$ cat src/hw/rtl/pll_pkg.sv
// pll_pkg: shared types and codes for the pooled linked list engine
// no dependencies
package pll_pkg;

	typedef enum logic [2:0] {
		FN_INS_HEAD  = 3'd0,
		FN_INS_AFTER = 3'd1,
		FN_DEL_HEAD  = 3'd2,
		FN_DEL_AFTER = 3'd3,
		FN_READ      = 3'd4,
		FN_WRITE     = 3'd5,
		FN_QUERY     = 3'd6,
		FN_SWAP      = 3'd7
	} func_t;

	typedef enum logic [1:0] {
		ST_DONE    = 2'd0,
		ST_IGNORED = 2'd1,
		ST_FULL    = 2'd2
	} status_t;

	typedef enum logic [3:0] {
		S_IDLE,      // waiting for a request
		S_RD1,       // link of cursor and value of cursor read
		S_RD2,       // second link read (successor)
		S_EXEC,      // decide and write
		S_SW_INIT,   // free-list chaining pass after reset
		S_SW_GATH,   // swap: gather values
		S_SW_PUT,    // swap: rewrite values
		S_OUT        // result waiting
	} state_t;

	localparam int unsigned POOL_NODES  = 64;
	localparam int unsigned ANCHOR_NODE = 0;
	localparam int unsigned LINK_END    = 0;

	// request word {func, cursor, value}
	typedef struct packed {
		func_t              func;
		logic [5:0]         cursor;
		logic signed [31:0] value;
	} req_word_t;

	// result word
	typedef struct packed {
		logic signed [31:0] read_value;
		logic [5:0]         link_index;
		logic [5:0]         new_node;
		logic [5:0]         list_size;
		logic               is_empty;
		status_t            status;
	} rsp_word_t;

	// controller to datapath
	typedef struct packed {
		logic load_req;    // capture request word
		logic rd_cur;      // read link/value at cursor
		logic rd_succ;     // read link of the cursor's successor
		logic exec;        // perform the list update and build the result
		logic init_step;   // one entry of the post-reset link chain
		logic sw_start;    // begin swap walk
		logic sw_gath;     // one gather step
		logic sw_put;      // one rewrite step
	} pll_cmd_t;

	// datapath to controller
	typedef struct packed {
		logic init_last;
		logic sw_skip;     // fewer than two elements
		logic sw_gath_last;
		logic sw_put_last;
		logic is_swap;
	} pll_sts_t;

endpackage

$ cat src/hw/rtl/pll_ctrl.sv
// pll_ctrl: sequencer for the pooled linked list engine
// depends on pll_pkg
module pll_ctrl
	import pll_pkg::*;
(
	input  logic     clk,
	input  logic     arst_n,
	input  logic     in_valid,
	output logic     in_ready,
	output logic     out_valid,
	input  logic     out_ready,
	input  pll_sts_t sts,
	output pll_cmd_t cmd
);
	state_t state_q, state_d;

	always_ff @(posedge clk or negedge arst_n) begin
		if (!arst_n) state_q <= S_SW_INIT;
		else state_q <= state_d;
	end

	always_comb begin
		state_d = state_q;
		unique case (state_q)
			S_SW_INIT: if (sts.init_last) state_d = S_IDLE;
			S_IDLE: if (in_valid) state_d = S_RD1;
			S_RD1: begin
				if (sts.is_swap) state_d = sts.sw_skip ? S_OUT : S_SW_GATH;
				else state_d = S_RD2;
			end
			S_RD2: state_d = S_EXEC;
			S_EXEC: state_d = S_OUT;
			S_SW_GATH: if (sts.sw_gath_last) state_d = S_SW_PUT;
			S_SW_PUT: if (sts.sw_put_last) state_d = S_OUT;
			S_OUT: if (out_ready) state_d = S_IDLE;
			default: state_d = S_IDLE;
		endcase
	end

	always_comb begin
		cmd       = '0;
		in_ready  = 1'b0;
		out_valid = 1'b0;
		unique case (state_q)
			S_SW_INIT: cmd.init_step = 1'b1;
			S_IDLE: begin
				in_ready     = 1'b1;
				cmd.load_req = in_valid;
			end
			S_RD1: begin
				cmd.rd_cur   = 1'b1;
				cmd.sw_start = sts.is_swap;
			end
			S_RD2: cmd.rd_succ = 1'b1;
			S_EXEC: cmd.exec = 1'b1;
			S_SW_GATH: cmd.sw_gath = 1'b1;
			S_SW_PUT: cmd.sw_put = 1'b1;
			S_OUT: out_valid = 1'b1;
			default: ;
		endcase
	end
endmodule

$ cat config.mk
export PLATFORM = sky130hd
export DESIGN_NAME = pll_ctrl
export DESIGN_NICKNAME = d
export VERILOG_FILES = /design/src/hw/rtl/pll_pkg.sv /design/src/hw/rtl/pll_ctrl.sv
export SDC_FILE = /design/constraint.sdc
export NUM_CORES = 1
export LEC_CHECK = 0
export BUFFER_PORTS_ARGS = -buffer_cell sky130_fd_sc_hd__buf_2
export CAP_MARGIN = 20
export CORE_AREA = 2 2 39 41
export DETAILED_ROUTE_END_ITERATION = 6
export DIE_AREA = 0 0 41 43
export PLACE_DENSITY = 0.47
export SLEW_MARGIN = 25
export SYNTH_ARGS = -nofsm -noshare
export SYNTH_HDL_FRONTEND = slang
export SYNTH_SLANG_ARGS = --single-unit
$ cat constraint.sdc
create_clock -name clk -period 3.5 [get_ports clk]
set_clock_uncertainty 0.15 [all_clocks]
set_input_delay 0.7 -clock clk [delete_from_list [all_inputs] [get_ports clk]]
set_output_delay 0.7 -clock clk [all_outputs]
set_load 0.01 [all_outputs]
==> flow_summary.yaml, run 1 <==
synthesis:
  yosysUniqueCellTypes: 23
  synth_most_common_cell: "nor3b_1"
  synth_seq_cells: 3
  synth_top_cell_by_area: "dfrtp_1"
  synthArstFlopShare_pct: 100
  ys.flop_type: "dfrtp_1"
  syn_area_um2: 292
  yosys-top-cells-area: "dfrtp_1, nor3b_1, dfstp_2"
  seq_area_frac_synth_pct: 26.2
  ys_warn_count: 0
  synthCells: 34
  synth.top_cell.area_share_pct: 17.2
  synth_edf_count: 0
  synth_nets: 43
  avgSynthCellArea_um2: 8.57
clock_network:
  cts_resized: 0
  cts_sinks: 3
  clock_latency_ps: 230
  numCtsBuffers: 3
  ctsHoldBuffers: 0
  cts_buffer_depth: 2
  cts_tree: "done"
  postCtsSetupBuffers: 0
  clk_pin_slew_ps: 40
  clockRootBuffer: "clkbuf_4"
  cts_max_level: 1
detailed_routing:
  drc: 0
  wl_per_cell_um: 9.90
  ant_nets: 0
  initialDrtViolationCount: 2
  wl_met3_um: 57
  wl_met2_um: 274
  via_count: 298
  wl_um: 673
  dr.pass1.iters: 2
  routedLengthMet1_um: 341
  vias_per_cell: 4.38
  highest_layer: "met3"
worst_setup_path:
  start_kind: "flip-flop"
  arrival_ps: 1370
  path_class: "reg -> out"
  worstSetupEndpointType: "primary output"
  crit_path_max_fanout: 16
  r2r_slack_ps: 2030
  crit_path_top_delay_cell: "dfrtp_1"
  critical_path.cell_chain: "nor3b_1, and2_1, buf_2"
  slowest_delay_ps: 610
  cp.required_ps: 2650
die:
  die-area_um2: 1760
  initial_core_util_pct: 21.1
  ioPinCount: 19
  die_w_um: 41
  rows: 14
  coreArea_um2: 1380
  chipHeight_um: 43
sta:
  period_minus_slack_ps: 2220
  worstMarginPinSlew_ps: 456
  finalSetupViolCount: 0
  clock.fmax_mhz: 450
  maxSlewViolCount: 0
  worst_slew_margin_rel_pct: 69.6
  fin_crit_sh_pct: 63.4
  finalSetupTns_ps: 0
  rsz0062_at_grt: "false"
  fin_ws_ps: 1280
  hold_viol_final: 0
  whs_ps: 104
run:
  maxCapViolations: 0
power_and_ir_drop:
  leakage_nw: 0.210
  p_per_area_nw_per_um2: 865
  vdd_drop_max_uv: 255
final_layout:
  reg.largest.list: "state_q (3)"
  largest_reg_flops: 3
  num-fill-cells: 156
  drive_gt1_share_pct: 50.0
  regMostFlops: "state_q"
  final_area_um2: 399
  syn_to_final_growth_pct: 36.9
  diodes: 0
  fin_nets: 62
placement:
  dp_hpwl_um: 482
  postPlaceCellArea_um2: 373
  port_buffers: 18
  place_ws_ps: 1530
  place_congestion: 0.687
grt:
  track_usage_pct: 8.06
  grt_first_pass_wirelength_mm: 1.01
  grt_max_degree: 18
  grt_remaining_overflow: 0
  antenna_found_initial: 0
  grt_pass1_vias: 257
worst_hold_path:
  hold_class: "in -> async"
run_status:
  status: "completed"
cell type report:
class / count / area (um2) / area share [%]
clock buffer: 4 / 26.3 / 6.58
inverter: 1 / 3.75 / 0.940
multi-input combinational: 26 / 183 / 45.8
sequential: 3 / 76.3 / 19.1
tap: 16 / 20.0 / 5.02
timing repair buffer: 18 / 90.1 / 22.6
worst max-delay path: cells and delay by family (launching register included):
kind	cells	cell delay (ps)
flops	1	610
buf+inv	1	120
simple gates	2	420
metal layers:
layer | vias to the layer above | track usage [%]
met1 | 126 | 11.1
li1 | 159 | -
met4 | 0 | 6.00
met3 | 0 | 0
met2 | 13 | 11.6
met5 | - | 0
through the flow:
stage	util, %	total power (W)	cells
final	28.8	0.000345	68
after global routing	28.8	0.000372	68
after CTS	28.8	0.000352	68
after detailed placement	26.9	0.000288	64
after global placement	26.9	0.000287	64
after floorplan	-	0.000251	34
kinds of logic (layout without fill, tap and decap cells):
logic type	Yosys count	after routing	synth area share, %
AO/OA/AOI/OAI	7	7	17.2
multiplexers	3	3	10.7
buffers and inverters	5	23	11.2
flip-flops	3	3	26.2
AND/OR/NAND/NOR	16	16	34.8
cells in the final DEF (no fill, tap or decap):
master	count
or3b_1	1
nor3b_1	4
and3b_1	1
dfstp_2	1
o22ai_1	1
nor2_1	1
nand2_1	1
a31o_2	1
a21oi_1	2
and2_1	2
mux2i_1	2
nand3_1	2
o21ai_0	2
inv_1	1
nor3_1	2
mux2_2	1
clkbuf_4	3
dfrtp_1	2
and3_2	1
buf_2	18
clkbuf_1	1
a221oi_2	1
and3_1	1
worst paths after layout:
| kind | startpoint | to | depth (start not counted) |
|---|---|---|---|
| max reg2reg | state_q[0] | state_q[0] | 3 |
| min in group clk | state_q[2] | state_q[0] | 2 |
| min | arst_n | state_q[0] | 1 |
| max | state_q[0] | cmd[2] | 3 |
| max in group asynchronous | arst_n | state_q[2] | 1 |
| min reg2reg | state_q[2] | state_q[0] | 2 |
where the power goes:
group / leakage, nW / internal [W] / total, W / switching [W]
Clock: 0.0150 / 0.0000427 / 0.0000605 / 0.0000178
Combinational: 0.162 / 0.0000931 / 0.000170 / 0.0000765
Sequential: 0.0332 / 0.0000566 / 0.000115 / 0.0000586
(Power assumes the default switching activity.)
==> run 2, diff against run 1 <==
==> constraint.sdc (replaced) <==
create_clock -name clk -period 2.1 [get_ports clk]
set_clock_uncertainty 0.15 [all_clocks]
set_input_delay 0.42 -clock clk [delete_from_list [all_inputs] [get_ports clk]]
set_output_delay 0.42 -clock clk [all_outputs]
set_load 0.01 [all_outputs]
==> flow_summary.yaml, run 2 (same netlist as run 1, synthesis figures left out) <==
run_status:
  status: "completed"
final_layout:
  layout_common_cells: "buf_2, nor3b_1, clkbuf_4"
  seqCellArea_um2: 77.6
  regMostFlops: "state_q"
  num-fill-cells: 161
  largest_reg_flops: 3
  final_common_cell: "buf_2"
  reg.largest.list: "state_q (3)"
  final_area_um2: 410
  syn_to_final_growth_pct: 40.8
  multi_input_area_um2: 183
  diodes: 0
  drive_gt1_share_pct: 50.9
  fin_nets: 63
detailed_routing:
  wl_um: 685
  vias_per_cell: 4.54
  ant_nets: 0
  dr.pass1.iters: 1
  via_count: 313
  drc: 0
  wl_per_cell_um: 9.93
  initialDrtViolationCount: 0
clock_network:
  cts_tree: "done"
  clk_pin_slew_ps: 40
  postCtsSetupBuffers: 0
  cts_max_level: 1
  numCtsBuffers: 3
  clockRootBuffer: "clkbuf_4"
  cts_sinks: 3
  clock_latency_ps: 240
  cts_buffer_depth: 2
worst_setup_path:
  start_kind: "flip-flop"
  crit_path_max_fanout: 9
  slowest_delay_ps: 600
  critical_path.cell_chain: "inv_1, nor3b_1, buf_2"
  r2r_slack_ps: 730
  arrival_ps: 1330
  cp.required_ps: 1530
  path_class: "reg -> out"
  crit_path_top_delay_cell: "dfstp_2"
  worstSetupEndpointType: "primary output"
grt:
  grtUsageMet1_pct: 14.3
  track_usage_pct: 8.96
  grt_remaining_overflow: 0
  grt_pass1_vias: 243
  grt_first_pass_wirelength_mm: 1.07
  antenna_found_initial: 0
  grtUsageMet2_pct: 10.0
  grt_use_met3_pct: 0.524
  busiest_layer: "met1"
  grt_max_degree: 18
die:
  coreArea_um2: 1380
  initial_core_util_pct: 21.1
  chipHeight_um: 43
  die_w_um: 41
  ioPinCount: 19
  die-area_um2: 1760
  rows: 14
worst_hold_path:
  hold_class: "in -> reg"
power_and_ir_drop:
  finalPower_w: 0.000584
  p_per_area_nw_per_um2: 1420
  leakage_nw: 0.214
  vdd_drop_max_uv: 386
placement:
  postPlaceCellArea_um2: 373
  port_buffers: 18
  place_congestion: 0.712
sta:
  fin_crit_sh_pct: 90.5
  worst_slew_margin_rel_pct: 69.7
  hold_viol_final: 0
  finalSetupTns_ps: 0
  rsz0062_at_grt: "false"
  worstMarginPinSlew_ps: 455
  period_minus_slack_ps: 1900
  maxSlewViolCount: 0
  clock.fmax_mhz: 526
  finalSetupViolCount: 0
run:
  maxCapViolations: 0
[run 2: changes by cell type in the layout (fill, tap and decap cells not counted)]
| cell | previous run | this run |
|---|---|---|
| dfrtp_1 | 2 | 1 |
| dfrtp_2 | 0 | 1 |
| dlygate4sd3_1 | 0 | 1 |
[run 2: critical path: cells and delay by family, from the launching register on]
family	cells	cell delay [ps]
buf+inv	2	290
flops	1	600
simple gates	1	210
[run 2: cell type report]
cell class | count | share of cell area [%]
timing repair buffer | 19 | 24.4
sequential | 3 | 18.9
inverter | 1 | 0.915
multi-input combinational | 26 | 44.5
clock buffer | 4 | 6.40
tap | 16 | 4.88
[run 2: power breakdown]
part | total, W | switching, W | leakage [nW] | internal (W)
registers | 0.000193 | 0.0000969 | 0.0322 | 0.0000966
logic | 0.000286 | 0.000130 | 0.166 | 0.000156
clock network | 0.000104 | 0.0000327 | 0.0150 | 0.0000714
total | 0.000584 | 0.000259 | 0.214 | 0.000324
[run 2: path summary, 6_finish.rpt]
check,to,depth (start not counted),start
setup reg to reg,state_q[0],3,state_q[0]
hold reg to reg,state_q[1],1,state_q[2]
setup / recovery,cmd[0],3,state_q[2]
min in group asynchronous,state_q[1],2,arst_n
hold / removal,state_q[0],4,sts[2]
max in group asynchronous,state_q[2],2,arst_n
[run 2: timing repair]
item                       in CTS  in global routing
hold buffers                    1                  0
setup endpoints to repair       0                  1
hold endpoints to repair        3                  0
gates resized for setup         0                  1
[run 2: routing by layer]
layer / vias up / wire length [um]
met1: 134 / 343
met5: - / 0
met2: 15 / 254
met3: 2 / 63
met4: 0 / 23
li1: 162 / -
[run 2: per-stage QoR]
step / utilization, % / std cells / hold WS (ps) / worst slack [ps]
after detailed placement: 26.9 / 64 / 66.1 / 385
after global placement: 26.9 / 64 / 69.6 / 390
final: 29.7 / 69 / 342 / 199
after CTS: 29.6 / 69 / 343 / 123
after global routing: 29.7 / 69 / 359 / 53.2
after floorplan: - / 34 / -25.6 / 392
==> run 3, diff against run 2 <==
--- a/config.mk
+++ b/config.mk
@@ -11,6 +11,7 @@
 export DETAILED_ROUTE_END_ITERATION = 6
 export DIE_AREA = 0 0 41 43
 export PLACE_DENSITY = 0.47
+export SKIP_LAST_GASP = 1
 export SLEW_MARGIN = 25
 export SYNTH_ARGS = -nofsm -noshare
 export SYNTH_HDL_FRONTEND = slang
==> constraint.sdc (replaced) <==
create_clock -name clk -period 2.3 [get_ports clk]
set_clock_uncertainty 0.15 [all_clocks]
set_input_delay 0.46 -clock clk [delete_from_list [all_inputs] [get_ports clk]]
set_output_delay 0.46 -clock clk [all_outputs]
set_load 0.01 [all_outputs]
==> flow_summary.yaml, run 3 (same netlist as run 1, synthesis figures left out) <==
power_and_ir_drop:
  p_per_area_nw_per_um2: 1300
  leakage_nw: 0.215
  vdd_drop_max_uv: 353
final_layout:
  final_common_cell: "buf_2"
  drive_gt1_share_pct: 49.1
  layout_common_cells: "buf_2, nor3b_1, clkbuf_4"
  diodes: 0
  reg.largest.list: "state_q (3)"
  multi_input_area_um2: 183
  seqCellArea_um2: 76.3
  num-fill-cells: 161
  largest_reg_flops: 3
  fin_nets: 63
  regMostFlops: "state_q"
  syn_to_final_growth_pct: 40.3
detailed_routing:
  via_count: 313
  initialDrtViolationCount: 0
  ant_nets: 0
  dr.pass1.iters: 1
  wl_per_cell_um: 9.93
  vias_per_cell: 4.54
  drc: 0
  wl_um: 685
grt:
  grtUsageMet2_pct: 10.0
  grtUsageMet1_pct: 14.3
  track_usage_pct: 8.96
  antenna_found_initial: 0
  grt_remaining_overflow: 0
  grt_use_met3_pct: 0.524
  grt_first_pass_wirelength_mm: 1.07
  busiest_layer: "met1"
  grt_pass1_vias: 243
  grt_max_degree: 18
run_status:
  status: "completed"
clock_network:
  cts_buffer_depth: 2
  cts_resized: 0
  numCtsBuffers: 3
  cts_sinks: 3
  cts_max_level: 1
  clockRootBuffer: "clkbuf_4"
  clock_latency_ps: 240
  clk_pin_slew_ps: 40
  postCtsSetupBuffers: 0
  cts_tree: "done"
die:
  initial_core_util_pct: 21.1
  die_w_um: 41
  die-area_um2: 1760
  chipHeight_um: 43
  ioPinCount: 19
  rows: 14
  coreArea_um2: 1380
worst_setup_path:
  path_class: "reg -> out"
  crit_path_max_fanout: 16
  start_kind: "flip-flop"
  arrival_ps: 1380
  worstSetupEndpointType: "primary output"
  cp.required_ps: 1690
run:
  maxCapViolations: 0
sta:
  finalSetupTns_ps: 0
  worstMarginPinSlew_ps: 455
  maxSlewViolCount: 0
  fin_crit_sh_pct: 86.7
  finalSetupViolCount: 0
  period_minus_slack_ps: 1990
  clock.fmax_mhz: 502
  fin_ws_ps: 306
  worst_slew_margin_rel_pct: 69.7
  rsz0062_at_grt: "false"
  hold_viol_final: 0
placement:
  place_ws_ps: 545
  port_buffers: 18
  place_congestion: 0.712
worst_hold_path:
  hold_class: "in -> async"
## run 3: final timing paths
check,startpoint,endpoint,slack (ps),depth (start not counted)
worst max-delay path,state_q[0],cmd[2],310,3
worst min-delay path,arst_n,state_q[1],390,2
worst max register to register,state_q[0],state_q[0],810,3
worst min register to register,state_q[2],state_q[1],420,1
max in group asynchronous,arst_n,state_q[2],1420,2
min in group clk,sts[2],state_q[0],390,4
## run 3: critical path: stages, from the launching register on
cell and delay [ps]:
dfrtp_1 610, nor3b_1 270, and2_1 150, buf_2 120
## run 3: through the flow
| step | area [um2] | total power [W] | hold WS, ps | std cells | utilization, % |
|---|---|---|---|---|---|
| after floorplan | 292 | 0.000382 | 14.4 | 34 | - |
| final | 409 | 0.000531 | 386 | 69 | 29.6 |
| after global placement | 373 | 0.000438 | 110 | 64 | 26.9 |
| after global routing | 409 | 0.000581 | 399 | 69 | 29.6 |
| after CTS | 409 | 0.000539 | 383 | 69 | 29.6 |
| after detailed placement | 373 | 0.000438 | 106 | 64 | 26.9 |
## run 3: cell type report
type                            count  share of cell area, %
Multi-Input combinational cell     26                   44.6
Timing Repair Buffer               19                   24.5
Sequential cell                     3                   18.7
Clock buffer                        4                   6.42
Tap cell                           16                   4.89
Inverter                            1                  0.917
## run 3: metal layers
layer | up-vias | wire (um)
met5 | - | 0
met4 | 0 | 23
met3 | 2 | 63
met2 | 15 | 254
met1 | 134 | 343
li1 | 162 | -
## run 3: timing repair
item                                    4_1_cts  5_1_grt
endpoints found under the setup margin        0        0
hold endpoints to repair                      2        0
hold buffers                                  1        0
## run 3: power by group
| group | leakage (nW) | internal, W | switching (W) |
|---|---|---|---|
| Sequential | 0.0332 | 0.0000861 | 0.0000885 |
| Clock | 0.0150 | 0.0000652 | 0.0000299 |
| Combinational | 0.166 | 0.000143 | 0.000118 |
